`config.mk`:
```
export PLATFORM = sky130hd
export DESIGN_NAME = frfl_ram
export DESIGN_NICKNAME = d
export VERILOG_FILES = /design/src/rtl/frfl_ram.sv
export SDC_FILE = /design/constraint.sdc
export NUM_CORES = 1
export LEC_CHECK = 0
export ABC_AREA = 0
export BUFFER_PORTS_ARGS = -buffer_cell sky130_fd_sc_hd__clkbuf_2
export CAP_MARGIN = 20
export CORE_MARGIN = 1
export CORE_UTILIZATION = 65
export CTS_CLUSTER_DIAMETER = 80
export DETAILED_ROUTE_END_ITERATION = 8
export HOLD_SLACK_MARGIN = 0.06
export PLACE_DENSITY = 0.83
export SETUP_SLACK_MARGIN = 0.15
export SYNTH_ARGS = -nofsm -noshare
export SYNTH_HDL_FRONTEND = slang
export SYNTH_SLANG_ARGS = --single-unit
```
`constraint.sdc`:
```
create_clock -name clk -period 4 [get_ports clk]
set_input_delay 0.8 -clock clk [delete_from_list [all_inputs] [get_ports clk]]
set_output_delay 0.8 -clock clk [all_outputs]
set_load 0.03 [all_outputs]
```
`src/rtl/frfl_ram.sv`:
```
// Generic single-write, single-read synchronous RAM with registered read data.
// Stand-alone; used by the top level for every store.
module frfl_ram #(
  parameter int WIDTH = 8,
  parameter int DEPTH = 16
) (
  input  logic                     clk,
  input  logic                     wr_en,
  input  logic [$clog2(DEPTH)-1:0] wr_addr,
  input  logic [WIDTH-1:0]         wr_data,
  input  logic                     rd_en,
  input  logic [$clog2(DEPTH)-1:0] rd_addr,
  output logic [WIDTH-1:0]         rd_data
);

  logic [WIDTH-1:0] mem_r [DEPTH];
  logic [WIDTH-1:0] rd_data_r;

  always_ff @(posedge clk) begin
    if (wr_en) begin
      mem_r[wr_addr] <= wr_data;
    end
    if (rd_en) begin
      rd_data_r <= mem_r[rd_addr];
    end
  end

  assign rd_data = rd_data_r;

endmodule

```
==> reports/metrics.yaml <==
run_status:
  outcome: "finished, final reports clean"
setup_path:
  path_max_fanout: 20
  r2r-end: "rd_data[7]"
  slowest_stage: "mux4_1"
  reg2reg_from: "mem_r[1][7]"
  path_class: "primary input to register"
  critPathMaxStageDelay_ns: 0.59
  critPathRequiredTime_ns: 4.26
  r2r_setup_slack_ns: 2.46
  reg2reg_depth: 3
  worstPathArrival_ns: 2.56
  crit_path_start_kind: "primary input"
  endpoint_kind: "register"
  path_cells: "clkbuf_2 -> buf_4 -> mux4_1 -> a22oi_1 -> nand2_1"
synthesis:
  syn_inst: 229
  synth_seq_cells: 136
  avgSynthCellArea_um2: 22.8
  syn_nets: 248
  ys_seq_area_share_pct: 78.1
  synthesis.area_um2: 5230
  synthTopCellsByArea: "edfxtp_1 78%, mux4_2 7.8%, mux4_1 7.0%"
  ys_warn_count: 0
  synth_top_cell_by_area: "edfxtp_1"
  synth_cell_types: 18
  synth_top_area_share_pct: 78.1
sta:
  setup_viol: 0
  hold_ws_ns: 0.700
  slew_violations: 0
  post-route-period-util_pct: 57.4
  fin_tns_setup_ns: 0
  hold_violations: 0
  max_freq_ghz: 0.435
  rsz0062_at_grt: "false"
  worst_pin_slew_ns: 0.934
  finalCriticalPeriod_ns: 2.30
  clock_skew_ns: 0.00691
  relSlewSlack_pct: 37.5
global_route:
  grt_pass1_vias: 2487
  antenna_found_initial: 0
  grtUsageTotal_pct: 27.1
  grt-ovfl-total: 0
  grt_pass1_wl_um: 15000
  grt_max_degree: 33
placed_design:
  portBuffers: 26
  gp_congestion: 0.743
  dp_hpwl_um: 5610
routing:
  viasPerCell: 6.46
  routed_wirelength_um: 9970
  drt-pass1-iter-count: 4
  wl_per_cell_um: 25.9
  vias: 2487
  drt-initial-drc-count: 249
  route.detailed.drc: 0
  drt.antenna.violating_nets: 0
die:
  dieArea_um2: 8410
  coreArea_um2: 7770
  ios: 27
  die_height_um: 91.7
  dieWidth_um: 91.7
  start_util_pct: 67.3
  rows: 32
clock_tree:
  clock_sinks: 136
  cts_buffer_depth: 2
  cts_max_level: 4
  cts_tree: "done"
  cts_setup_buffers: 0
  cts_resized: 0
  worstSkewPairLatency_ns: 0.52
  ctsHoldBuffers: 0
  cts_made_buffers: 17
  path_clk_slew_ns: 0.06
  cts_root_buf: "clkbuf_8"
worst_hold_path:
  min_to: "rd_data[2]"
  hold_start: "rd_en"
  holdPathStages: 1
  hold_class: "primary input to register"
finish:
  final_common_cell: "edfxtp_1"
  fin_nets: 289
  layout_common_cells: "136 x edfxtp_1, 26 x clkbuf_2, 18 x mux4_2"
  area_growth_pct: 15.6
  antenna_cells: 0
  drive_gt1_share_pct: 28.3
power:
  p_leak_nw: 2.03
  peakVddDrop_uv: 331
  power_density_nw_per_um2: 550
flow_run:
  max-cap-violations: 0
[registers in the layout, summed over array words and instances (netlist names)]
signal,cells
mem_r,128
rd_data,8
[worst max-delay path, delay by kind of cell]
family                 cells  cell delay, ns
muxes                      1            0.59
and+or+nand+nor            1            0.08
AOI/OAI and AO/OA          1            0.21
buffers and inverters      2            0.87
[metal layers]
metal | part of all wire [%] | up-vias | wire [um] | global-route usage [%]
li1 | - | 1061 | - | -
met1 | 41 | 1286 | 4070 | 37.8
met2 | 50 | 123 | 4970 | 40.9
met3 | 7.4 | 17 | 740 | 8.87
met4 | 1.9 | 0 | 187 | 10.1
met5 | 0 | - | 0 | 0
[area by class of cell]
type                    instances  area, um^2
repair buffers                 32         175
fillers                       393        1720
clock buffers                  19         422
multi-input cells              83        1060
well taps                     102         128
flip-flops and latches        136        4080
clock inverters                13         179
[cell families after synthesis]
| kind of cell | count (synthesis) | share of synthesized area [%] |
|---|---|---|
| buffers and inverters | 10 | 1.65 |
| and+or+nand+nor | 35 | 3.14 |
| DFF | 136 | 78.1 |
| AOI/OAI and AO/OA | 16 | 2.30 |
| muxes | 32 | 14.8 |
[synth_stat cells, drive strengths merged]
cell	n
edfxtp	136
mux4	32
a22oi	16
nor2	13
nand2	9
buf	7
nor3	4
clkdlybuf4s25	3
nand2b	2
nand3b	2
and2	1
and2b	1
nand3	1
nor2b	1
or3b	1
[where the power goes]
part           switching, mW  internal, mW
sequential            0.0104          1.61
combinational         0.0934        0.0572
clock                  0.553          1.01
[metrics by stage]
step / std cells / utilization, % / setup WS, ns / total power [mW] / cell area [um^2]
6_report: 385 / 77.8 / 1.70 / 3.33 / 6040
5_1_grt: 385 / 77.8 / 1.58 / 3.42 / 6040
4_1_cts: 385 / 77.8 / 1.69 / 3.34 / 6040
3_5_place_dp: 353 / 70.1 / 1.17 / 1.79 / 5440
3_3_place_gp: 353 / 70.1 / 1.24 / 1.79 / 5440
2_1_floorplan: 229 / - / 1.71 / 1.74 / 5230
[worst max-delay path by stage]
| stage | from | end | slack (ns) | depth (start not counted) |
|---|---|---|---|---|
| final | rd_addr[0] | rd_data[4] | 1.70 | 5 |
| after global routing | rd_addr[0] | rd_data[1] | 1.58 | 5 |
| after floorplan | wr_addr[2] | mem_r[0][0] | 1.71 | 2 |
| after detailed placement | rd_addr[0] | rd_data[4] | 1.17 | 5 |
| after global placement | rd_addr[0] | rd_data[1] | 1.24 | 5 |
| after CTS | rd_addr[0] | rd_data[4] | 1.69 | 5 |
Power figures use the tool's default switching activity.
